--- src/design/tfu8_pkg.sv ---
// tfu8_pkg: shared types and constants of the text frame to utf-8 transcoder
// depends on nothing; imported by every design file of the block
package tfu8_pkg;

   // configuration and count widths
   localparam int CapWidth    = 10;
   localparam int ResMax      = 4;
   localparam int ResCntWidth = 3;
   localparam logic [CapWidth-1:0] CapReset = 10'd63;

   // encoding codes carried by the first byte of a frame
   localparam logic [7:0] EncLatin1   = 8'd0;
   localparam logic [7:0] EncUtf16Bom = 8'd1;
   localparam logic [7:0] EncUtf16Be  = 8'd2;
   localparam logic [7:0] EncUtf8     = 8'd3;

   // byte order mark bytes for big-endian utf-16
   localparam logic [7:0] BomHigh = 8'hFE;
   localparam logic [7:0] BomLow  = 8'hFF;

   // one input transfer
   typedef struct packed {
      logic [7:0] data_byte;
      logic       frame_first;
      logic       frame_last;
   } req_type;

   // one result transfer
   typedef struct packed {
      logic [7:0] out_byte;
      logic       string_end;
      logic       status;
   } rsp_type;

   // results produced by one input item, item[0] goes out first
   typedef struct packed {
      rsp_type [ResMax-1:0]   item;
      logic [ResCntWidth-1:0] count;
   } batch_type;

   // frame decoder phase
   typedef enum logic [6:0] {
      PH_IDLE    = 7'b0000001,
      PH_LATIN1  = 7'b0000010,
      PH_UTF8    = 7'b0000100,
      PH_MARK_A  = 7'b0001000,
      PH_MARK_B  = 7'b0010000,
      PH_BODY    = 7'b0100000,
      PH_UNKNOWN = 7'b1000000
   } phase_type;

endpackage

--- src/design/tfu8_conv.sv ---
// tfu8_conv: frame state registers and the single-pass byte to utf-8 conversion
// depends on tfu8_pkg
module tfu8_conv
   import tfu8_pkg::*;
(
   input  logic                clock,
   input  logic                reset,
   input  logic                item_fire,
   input  req_type             item,
   input  logic [CapWidth-1:0] capacity,
   output batch_type           batch
);

   phase_type           phase_ff, phase_in;
   logic                le_ff, le_in;
   logic [7:0]          held_ff, held_in;
   logic                have_ff, have_in;
   logic [CapWidth-1:0] cnt_ff, cnt_in;
   logic                halt_ff, halt_in;

   logic [CapWidth-1:0] room;
   logic                room_one, room_two, room_three;
   logic [15:0]         unit;
   logic [2:0][7:0]     text;
   logic [1:0]          ntext;
   logic [7:0]          b;
   rsp_type             term;

   // room left under the capacity and the assembled utf-16 unit
   always_comb begin
      b          = item.data_byte;
      room       = (cnt_ff < capacity) ? (capacity - cnt_ff) : '0;
      room_one   = (room != '0);
      room_two   = (room >= CapWidth'(2));
      room_three = (room >= CapWidth'(3));
      unit       = le_ff ? {b, held_ff} : {held_ff, b};
   end

   // next state and text bytes for the item
   always_comb begin
      phase_in = phase_ff;
      le_in    = le_ff;
      held_in  = held_ff;
      have_in  = have_ff;
      halt_in  = halt_ff;
      text     = '0;
      ntext    = 2'd0;
      if (item.frame_first) begin
         halt_in = 1'b0;
         have_in = 1'b0;
         held_in = 8'd0;
         le_in   = 1'b1;
         if (b == EncLatin1) begin
            phase_in = PH_LATIN1;
         end else if (b == EncUtf8) begin
            phase_in = PH_UTF8;
         end else if (b == EncUtf16Bom) begin
            phase_in = PH_MARK_A;
         end else if (b == EncUtf16Be) begin
            phase_in = PH_BODY;
            le_in    = 1'b0;
         end else begin
            phase_in = PH_UNKNOWN;
         end
      end else begin
         case (phase_ff)
            PH_LATIN1: begin
               if (!halt_ff && room_one) begin
                  if (!b[7]) begin
                     text[0] = b;
                     ntext   = 2'd1;
                  end else if (room_two) begin
                     text[0] = {6'b110000, b[7:6]};
                     text[1] = {2'b10, b[5:0]};
                     ntext   = 2'd2;
                  end else begin
                     halt_in = 1'b1;
                  end
               end
            end
            PH_UTF8: begin
               if (room_one) begin
                  text[0] = b;
                  ntext   = 2'd1;
               end
            end
            PH_MARK_A: begin
               held_in  = b;
               phase_in = PH_MARK_B;
            end
            PH_MARK_B: begin
               le_in    = !(held_ff == BomHigh && b == BomLow);
               held_in  = 8'd0;
               phase_in = PH_BODY;
            end
            PH_BODY: begin
               if (!have_ff) begin
                  held_in = b;
                  have_in = 1'b1;
               end else begin
                  have_in = 1'b0;
                  if (!halt_ff && room_one) begin
                     if (unit == 16'd0) begin
                        halt_in = 1'b1;
                     end else if (unit < 16'h0080) begin
                        text[0] = unit[7:0];
                        ntext   = 2'd1;
                     end else if (unit < 16'h0800) begin
                        if (room_two) begin
                           text[0] = {3'b110, unit[10:6]};
                           text[1] = {2'b10, unit[5:0]};
                           ntext   = 2'd2;
                        end
                     end else if (room_three) begin
                        text[0] = {4'b1110, unit[15:12]};
                        text[1] = {2'b10, unit[11:6]};
                        text[2] = {2'b10, unit[5:0]};
                        ntext   = 2'd3;
                     end
                  end
               end
            end
            default: begin
            end
         endcase
      end
      // terminator closes the frame
      if (item.frame_last && phase_in != PH_IDLE) begin
         phase_in = PH_IDLE;
         have_in  = 1'b0;
      end
      cnt_in = item.frame_first ? '0 : (cnt_ff + CapWidth'(ntext));
   end

   // a byte outside a frame gives no result, its last flag included
   always_comb begin
      logic term_on;
      term_on         = item.frame_last && (item.frame_first || phase_ff != PH_IDLE);
      term.out_byte   = 8'd0;
      term.string_end = 1'b1;
      term.status     = item.frame_first ? !(b == EncLatin1 || b == EncUtf8 ||
                                             b == EncUtf16Bom || b == EncUtf16Be)
                                         : (phase_ff == PH_UNKNOWN);
      batch.item[0] = (ntext > 2'd0) ? '{out_byte: text[0], string_end: 1'b0, status: 1'b0}
                                     : term;
      batch.item[1] = (ntext > 2'd1) ? '{out_byte: text[1], string_end: 1'b0, status: 1'b0}
                                     : term;
      batch.item[2] = (ntext > 2'd2) ? '{out_byte: text[2], string_end: 1'b0, status: 1'b0}
                                     : term;
      batch.item[3] = term;
      batch.count   = ResCntWidth'(ntext) + ResCntWidth'(term_on);
   end

   // state registers advance once per consumed item
   always_ff @(posedge clock) begin
      if (reset) begin
         phase_ff <= PH_IDLE;
         le_ff    <= 1'b1;
         held_ff  <= 8'd0;
         have_ff  <= 1'b0;
         cnt_ff   <= '0;
         halt_ff  <= 1'b0;
      end else if (item_fire) begin
         phase_ff <= phase_in;
         le_ff    <= le_in;
         held_ff  <= held_in;
         have_ff  <= have_in;
         cnt_ff   <= cnt_in;
         halt_ff  <= halt_in;
      end
   end

endmodule

--- src/design/tfu8_rspq.sv ---
// tfu8_rspq: result register holding the results of one item, drained one per transfer
// depends on tfu8_pkg
module tfu8_rspq
   import tfu8_pkg::*;
(
   input  logic      clock,
   input  logic      reset,
   input  logic      load,
   input  batch_type batch,
   output logic      free,
   output logic      rsp_valid,
   input  logic      rsp_ready,
   output rsp_type   rsp_data
);

   rsp_type [ResMax-1:0]   slot_ff, slot_in;
   logic [ResCntWidth-1:0] rem_ff, rem_in;
   logic                   pop;

   // handshake and free flag for the next batch
   assign rsp_valid = (rem_ff != '0);
   assign rsp_data  = slot_ff[0];
   assign pop       = rsp_valid && rsp_ready;
   assign free      = (rem_ff == '0) || (rem_ff == ResCntWidth'(1) && rsp_ready);

   // load a new batch or shift the next result to the head
   always_comb begin
      slot_in = slot_ff;
      rem_in  = rem_ff;
      if (load) begin
         slot_in = batch.item;
         rem_in  = batch.count;
      end else if (pop) begin
         for (int k = 0; k < ResMax - 1; k++) begin
            slot_in[k] = slot_ff[k+1];
         end
         rem_in = rem_ff - ResCntWidth'(1);
      end
   end

   always_ff @(posedge clock) begin
      if (reset) begin
         rem_ff <= '0;
      end else begin
         rem_ff <= rem_in;
      end
   end

   always_ff @(posedge clock) begin
      slot_ff <= slot_in;
   end

endmodule

--- src/design/text_frame_to_utf8_transcoder_top.sv ---
// text_frame_to_utf8_transcoder_top: input register, converter and result register
// depends on tfu8_pkg, tfu8_conv, tfu8_rspq
//
// Usage
//   req_* carries frame bytes (valid/ready); the frame_first byte is the encoding
//   code, frame_last closes the frame with a zero terminator result.
//   rsp_* carries utf-8 text bytes and the terminator (valid/ready).
//   csr_wr_en/csr_wr_data write the capacity, the most text bytes per frame;
//   write it only while no frame byte is in flight.
// Path: an item passes the input register, the converter and the result register,
//   so its first result is registered; a full result register holds the item back.
// Throughput: an item yields 0 to 4 results; the result register sends one result
//   a cycle while rsp_ready is high and takes the next item in the cycle its last
//   result leaves, so single-byte text streams at one byte a cycle.
// Reset: synchronous; clears the frame state, empties both registers and sets the
//   capacity to 63.
// Stall: while rsp_ready is low the held result stays put, the input register
//   keeps its byte and req_ready falls once it is full.
module text_frame_to_utf8_transcoder_top
   import tfu8_pkg::*;
(
   input  logic                clock,
   input  logic                reset,
   input  logic                req_valid,
   output logic                req_ready,
   input  req_type             req_data,
   output logic                rsp_valid,
   input  logic                rsp_ready,
   output rsp_type             rsp_data,
   input  logic                csr_wr_en,
   input  logic [CapWidth-1:0] csr_wr_data
);

   logic                in_valid_ff, in_valid_in;
   req_type             in_data_ff;
   logic [CapWidth-1:0] cap_ff;
   logic                buf_free;
   logic                in_fire;
   batch_type           batch;

   // input register handshake
   assign in_fire   = in_valid_ff && buf_free;
   assign req_ready = !in_valid_ff || buf_free;

   always_comb begin
      in_valid_in = in_valid_ff;
      if (req_valid && req_ready) begin
         in_valid_in = 1'b1;
      end else if (in_fire) begin
         in_valid_in = 1'b0;
      end
   end

   always_ff @(posedge clock) begin
      if (reset) begin
         in_valid_ff <= 1'b0;
      end else begin
         in_valid_ff <= in_valid_in;
      end
   end

   always_ff @(posedge clock) begin
      if (req_valid && req_ready) begin
         in_data_ff <= req_data;
      end
   end

   // capacity register
   always_ff @(posedge clock) begin
      if (reset) begin
         cap_ff <= CapReset;
      end else if (csr_wr_en) begin
         cap_ff <= csr_wr_data;
      end
   end

   tfu8_conv u_conv (
      .clock     (clock),
      .reset     (reset),
      .item_fire (in_fire),
      .item      (in_data_ff),
      .capacity  (cap_ff),
      .batch     (batch)
   );

   tfu8_rspq u_rspq (
      .clock     (clock),
      .reset     (reset),
      .load      (in_fire),
      .batch     (batch),
      .free      (buf_free),
      .rsp_valid (rsp_valid),
      .rsp_ready (rsp_ready),
      .rsp_data  (rsp_data)
   );

endmodule

--- config.mk ---
export PLATFORM = sky130hd
export DESIGN_NAME = text_frame_to_utf8_transcoder_top
export DESIGN_NICKNAME = d
export VERILOG_FILES = /design/src/design/tfu8_pkg.sv /design/src/design/tfu8_conv.sv /design/src/design/tfu8_rspq.sv /design/src/design/text_frame_to_utf8_transcoder_top.sv
export SDC_FILE = /design/constraint.sdc
export NUM_CORES = 1
export LEC_CHECK = 0
export ABC_AREA = 1
export BUFFER_PORTS_ARGS = -buffer_cell sky130_fd_sc_hd__buf_2
export CAP_MARGIN = 30
export CORE_UTILIZATION = 61
export DETAILED_ROUTE_END_ITERATION = 8
export HOLD_SLACK_MARGIN = 0.06
export PLACE_DENSITY = 0.81
export SETUP_SLACK_MARGIN = 0.2
export SLEW_MARGIN = 20
export SYNTH_ARGS = -nofsm -noshare
export SYNTH_HDL_FRONTEND = slang
export SYNTH_SLANG_ARGS = --single-unit
--- constraint.sdc ---
create_clock -name clock -period 4.15 [get_ports clock]
set_input_delay 0.415 -clock clock [delete_from_list [all_inputs] [get_ports clock]]
set_output_delay 0.415 -clock clock [all_outputs]
set_load 0.05 [all_outputs]
**After elaboration in Yosys (flattened, before gate mapping)**

Cells that the tools add are included.

- Input bits: 25
- Register bits: 83
- Output and inout port bits: 12
- Logic and storage cells: 166

- $add $sub $neg: 4
- Order comparisons: 8
- Reductions and logical operators: 33
- Equal/unequal tests: 21
- Muxes and demuxes: 78

Operators by type and width:

| cell | count |
|---|---|
| 2-to-1 mux 24 bit | 12 |
| 2-to-1 mux 16 bit | 6 |
| 2-to-1 mux 8 bit | 8 |
| 2-to-1 mux 30 bit | 2 |
| 2-to-1 mux 10 bit | 5 |
| one-hot mux 8 bit (3 select lines) | 2 |
| 2-to-1 mux 7 bit | 6 |
| 2-to-1 mux 1 bit | 21 |
| >= comparator 10 x 2 -> 1 bit (second input constant) | 2 |
| 2-to-1 mux 2 bit | 10 |
| == test 8 x 2 -> 1 bit (second input constant) | 2 |
| == test 8 bit (second input constant) | 2 |
| logical NOT 16 bit | 1 |
| less-than comparator 16 x 12 -> 1 bit (second input constant) | 1 |
| less-than comparator 16 x 8 -> 1 bit (second input constant) | 1 |
| one-hot mux 8 bit (2 select lines) | 1 |
| != test 7 x 1 -> 1 bit (second input constant) | 2 |
| one-hot mux 7 bit (2 select lines) | 1 |
| != test 3 x 2 -> 1 bit (second input constant) | 4 |
| adder 10 x 2 -> 10 bit | 1 |
| less-than comparator 10 bit | 1 |
| nonzero test 10 bit | 1 |
| subtractor 10 bit | 1 |
| != test 3 bit (second input constant) | 3 |
| 26 further kinds | 48 |

**Longest topological paths before layout**

- Depth after elaboration: 20
- Depth in mapped cells: 29
- Mapped depth without buffers: 29

**Cells and area by module**

A second synthesis with hierarchy kept.

- Cells, all modules: 799
- Area, all modules: 5846.9 sq um

By module, submodules not included:

| module | instances | sequential area each (sq um) | cells each | area an instance (sq um) |
|---|---|---|---|---|
| tfu8_conv | 1 | 560.5 | 552 | 3203.1 |
| tfu8_rspq | 1 | 1261.2 | 186 | 1918.1 |
| text_frame_to_utf8_transcoder_top | 1 | 520.5 | 61 | 725.7 |

**Worst setup path after synthesis**

OpenSTA, ideal clock, no wires.

- Kind: reg2reg
- Start: register u_conv.cnt_ff[0]
- End: register u_conv.cnt_ff[9]
- Setup time: 0.070 ns
- Arrival time: 3.414 ns
- Path slack: 0.667 ns
- Cell stages (with the launch flop): 29
- Buffers on the path: 0
- Data required time: 4.080 ns
- Path through: dfxtp_1 ha_1 inv_1 fa_1 nand3_1 nand2_1 nand2_1 nand2_1 nand2_1 nand2_1 inv_1 nand3_1 nand2_1 nand3_1 nand2_1 nand2_1 nand2_1 nand2_2 nand2_4 inv_1 ha_1 a21oi_1 nor3_1 nand2_1 nor2_1 inv_1 nor4_1 o21ai_0 a21oi_1

- Word-level cells in the longest chain between the ends: 13
- Elaborated cells on any way between the ends: 21
- Classes of those cells: add/sub: 2; order compare: 3; mux: 14; reduce/logical: 2

RTL lines:

| what | RTL line | RTL |
|---|---|---|
| start, declared | tfu8_conv.sv:18 | `logic [CapWidth-1:0] cnt_ff, cnt_in;` |
| start signal, assigned | tfu8_conv.sv:168 | `cnt_ff <= cnt_in;` |
| subtractor 10 bit / less-than comparator 10 bit (equally long branches) | tfu8_conv.sv:32 | `room = (cnt_ff < capacity) ? (capacity - cnt_ff) : '0;` |
| 2-to-1 mux 10 bit | tfu8_conv.sv:32 |  |
| >= comparator 10 x 2 -> 1 bit (on tied branches) | tfu8_conv.sv:35, tfu8_conv.sv:34 |  |
| 2-to-1 mux 2 bit (on tied branches) | tfu8_conv.sv:114, tfu8_conv.sv:72, tfu8_conv.sv:109 |  |
| 2-to-1 mux 2 bit | tfu8_conv.sv:108 | `end else if (unit < 16'h0800) begin` |
| 2-to-1 mux 2 bit | tfu8_conv.sv:105 | `end else if (unit < 16'h0080) begin` |
| 2-to-1 mux 2 bit | tfu8_conv.sv:103 | `if (unit == 16'd0) begin` |
| 2-to-1 mux 2 bit | tfu8_conv.sv:102 | `if (!halt_ff && room_one) begin` |
| 2-to-1 mux 2 bit | tfu8_conv.sv:97 | `if (!have_ff) begin` |
| one-hot mux 2 bit (3 select lines) | tfu8_conv.sv:66 | `case (phase_ff)` |
| 2-to-1 mux 2 bit | tfu8_conv.sv:48 | `if (item.frame_first) begin` |
| adder 10 x 2 -> 10 bit (*) | tfu8_conv.sv:132 | `cnt_in = item.frame_first ? '0 : (cnt_ff + CapWidth'(ntext));` |
| 2-to-1 mux 10 bit (*) | tfu8_conv.sv:132 |  |

Mark *: on every way between the ends. The rest lies on a longest branch, timed or not.
A chain may end at the register's enable or synchronous reset.

**Final worst setup path**

- Start: register u_conv.cnt_ff[2]
- End: register u_conv.cnt_ff[9]

Same word-level chain as after synthesis.

==> results.cfg <==
[finish]
finalNonFillerCells = 869
drive_gt1_share_pct = 16.2
n_antenna_cell = 0
final_nets = 803
n_fill_cell = 682
multiInputGateArea_um2 = 2760
regArea_um2 = 2020
areaGrowthSynthToFinish_pct = 12.9

[synth]
netlist.area_leader.share_pct = 22.7
syn_area_um2 = 5160
netlist-cell-type-count = 44
yosysWarnings = 0
synthFlopType = dfxtp_1
synth_top_cell_by_area = edfxtp_1
syn_inst = 722
synth_edf_count = 39
synth.avg_cell_area_um2 = 7.15
syn-num-nets = 766
async_reset_ff_share_pct = 0
seq_area_frac_synth_pct = 39.0
ys_ff_latch = 81
ys_top_cells_by_area = edfxtp_1 23%, dfxtp_1 16%, nand2_1 15%

[setup_path]
required_ns = 4.45
worstPathArrival_ns = 4.19
r2r-start = u_conv.cnt_ff[2]$_SDFFE_PP0P_
r2r-end = u_conv.cnt_ff[9]$_SDFFE_PP0P_
endpoint_kind = register
worst-path-max-fanout = 8
critPathKind = register to register
ff2ff_path_depth = 24
r2r_slack_ns = 0.25
start_kind = register

[clocking]
cts_inserted_buffers = 9
cts-root-buf = clkbuf_8
ctsHoldBuffers = 0
cts_max_level = 3
cts_tree = yes
clock-sinks = 81
clockBufferDepth = 2
clk_latency_ns = 0.36
clkTransAtPathRegs_ns = 0.08

[power_and_ir_drop]
sequentialPowerShare_pct = 39.9
power_leakage_nw = 2.59
power_density_nw_per_um2 = 512
p_sw_share_pct = 40.3
intPower_mw = 1.78
ir_drop_mv = 0.474
pwr-share-clk_pct = 21.1
p_sw_mw = 1.20
comb_power_share_pct = 39.0

[placed_design]
io_buffer_count = 36
gp_congestion = 0.939
placed_cells = 845
post-place-ws_ns = 0.0235
hpwl_mm = 9.79

[route]
routed_via_density = 5.76
dr_wl_met2_mm = 6.21
drc = 0
wirelength_mm = 13.4
wl_met3_um = 973
antenna_left = 0
vias = 5005
drtPass1Iterations = 6
drt-met1-wl_mm = 5.91
top_layer = met4
routedWlPerCell_um = 15.4
drt_iter0_markers = 472

[timing]
fin_setup_tns_ns = 0
final_hold_viol_count = 0
rsz0062_at_grt = true
worst_pin_slew_ns = 0.899
finalWorstSetupSlack_ns = 0.253
slew_headroom_pct = 40.1
max_freq_ghz = 0.257
setup_viol = 0
slew_viol_final = 0
clock_skew_ns = 0.00779
fin_crit_ns = 3.90
timing.final.crit_share_pct = 93.9

[global_route]
track_usage_pct = 30.7
grt_pass1_wl_mm = 20.9
grt_max_degree = 33
grt_antenna_before_repair = 0
grt_pass1_vias = 4496
grt_overflow_total = 0

[floorplanning]
die_x_um = 94.0
start_util_pct = 62.8
die_area_um2 = 8840
num_io_pins = 37
die_h_um = 94.0
row_count = 33
core_um2 = 8220

[flow_run]
maxCapViolations = 0

[worst_hold_path]
hp-class = input pin to register
worstHoldStart = req_data[7]
worstHoldPathCells = 1
min_to = in_data_ff[7]$_DFFE_PP_

[run_status]
status = completed
-- cells in the mapped netlist (2+ instances only) --
library cell,instances
buf_2,2
nor4_2,2
inv_2,2
buf_4,13
nor2_2,2
nand3_1,61
clkinv_1,2
nand2_4,2
nor2_4,2
nand4_1,10
dfxtp_1,42
o22ai_1,2
nand2_2,6
nand3b_1,6
a21oi_2,3
a211oi_1,7
clkbuf_1,12
o211ai_1,6
nand3_2,3
nor3_1,6
a31oi_1,2
nand2_1,204
o21ai_1,3
ha_1,17
fa_1,2
o21a_1,4
inv_1,96
edfxtp_1,39
nor4_1,9
a21oi_1,42
o21ai_0,51
nor2_1,50
-- power by group through the flow --
stage	Combinational (mW)	Clock, mW	Sequential (mW)
3_5_place_dp	1.12	0	1.21
3_3_place_gp	1.06	0	1.20
6_report	1.16	0.630	1.19
2_1_floorplan	0.912	0	1.17
4_1_cts	1.13	0.636	1.19
5_1_grt	1.28	0.670	1.22
-- cell usage in the layout, fill, tap and decap left out, types with 3 or more instances in the layout --
cell type  synthesis  final
o21ai_1            3      3
a21oi_1           42     40
nand2_1          204    201
o211ai_1           6      6
nor4_1             9      8
buf_4             13     17
nand3b_1           6      6
buf_2              2     36
o21ai_0           51     51
nand3_2            3      5
clkbuf_8           0      9
a211oi_1           7      7
nor2_4             2      3
nor3_1             6      4
nand4_1           10     10
ha_4               0      3
inv_1             96     91
dfxtp_2            0      4
edfxtp_1          39     39
nand3_1           61     56
ha_1              17     12
nor4_2             2      3
o21a_1             4      4
inv_2              2      7
nor2_1            50     48
nand3_4            0      3
nand2_2            6      9
a21oi_2            3      5
nor2_2             2      3
dfxtp_1           42     38
-- layout make-up --
class / count / area share (%)
well taps: 105 / 2.25
inverters: 100 / 6.44
clock buffers: 11 / 2.25
clock inverters: 5 / 1.40
multi-input cells: 513 / 47.3
flip-flops and latches: 81 / 34.6
repair buffers: 54 / 5.75
-- sequential cells by signal, indices dropped and copies added (netlist names) --
signal and flops:
cap_ff 10, in_data_ff 10, in_valid_ff 1, u_conv.cnt_ff 10
u_conv.halt_ff 1, u_conv.have_ff 1, u_conv.held_ff 8, u_conv.le_ff 1
u_conv.phase_ff 7, u_rspq.rem_ff 3, u_rspq.rsp_data 10, u_rspq.slot_ff 19
-- worst max path at each step --
stage | slack [ns] | cells after the start | from | to
2_1_floorplan | 0.67 | 28 | u_conv.cnt_ff[0]$_SDFFE_PP0P_ | u_conv.cnt_ff[9]$_SDFFE_PP0P_
6_report | 0.25 | 24 | u_conv.cnt_ff[2]$_SDFFE_PP0P_ | u_conv.cnt_ff[9]$_SDFFE_PP0P_
5_1_grt | 0.11 | 29 | cap_ff[0]$_SDFFE_PP1P_ | u_conv.cnt_ff[9]$_SDFFE_PP0P_
3_5_place_dp | 0.02 | 26 | u_conv.cnt_ff[5]$_SDFFE_PP0P_ | u_conv.cnt_ff[9]$_SDFFE_PP0P_
4_1_cts | 0.23 | 28 | u_conv.cnt_ff[0]$_SDFFE_PP0P_ | u_conv.cnt_ff[9]$_SDFFE_PP0P_
3_3_place_gp | 0.27 | 28 | u_conv.cnt_ff[0]$_SDFFE_PP0P_ | u_conv.cnt_ff[9]$_SDFFE_PP0P_
-- critical path, cell delays in order, from the launching register on --
cell	delay, ns
dfxtp_1	0.34
inv_1	0.09
ha_2	0.43
nand2_1	0.11
nor2_1	0.17
nand3_2	0.21
nand3b_1	0.18
nand2_1	0.08
nor2_1	0.13
nand3_2	0.14
nand4_1	0.19
nor2_4	0.06
nand2_1	0.10
nand2_2	0.08
nand2_4	0.10
inv_2	0.07
ha_1	0.28
a21oi_1	0.07
nor3_2	0.15
nand2_1	0.09
nor2_2	0.11
inv_1	0.09
nor4_2	0.31
o21ai_0	0.12
a21oi_1	0.11
-- per-stage QoR --
step / util [%] / hold slack, ns / cell area (µm²) / power [mW]
3_3_place_gp: 65.4 / 0.455 / 5380 / 2.27
4_1_cts: 68.7 / 0.215 / 5640 / 2.96
5_1_grt: 70.9 / 0.213 / 5830 / 3.17
6_report: 70.9 / 0.224 / 5830 / 2.98
3_5_place_dp: 65.8 / 0.461 / 5410 / 2.33
2_1_floorplan: - / 0.422 / 5160 / 2.09
-- logic make-up (layout without fill, tap and decap cells) --
group | count (synthesis) | in the layout | synth area share, %
AO/OA/AOI/OAI | 124 | 124 | 13.4
adder cells (fa/ha/maj) | 19 | 19 | 4.90
flip-flops | 81 | 81 | 39.0
buffers and inverters | 128 | 170 | 10.4
AND/OR/NAND/NOR | 368 | 368 | 31.9
XOR/XNOR | 2 | 2 | 0.339
-- per-layer routing --
metal,up-vias,GRT usage [%]
met5,-,0
met4,0,11.4
met3,33,4.29
met2,223,49.6
met1,2294,41.6
li1,2455,-
-- repair_timing --
action / 4_1_cts / 5_1_grt
pin swaps: 0 / 11
setup buffers: 0 / 8
setup endpoints to repair: 4 / 6
gates resized for setup: 6 / 32
No activity file was read; power rests on OpenSTA's default activity.
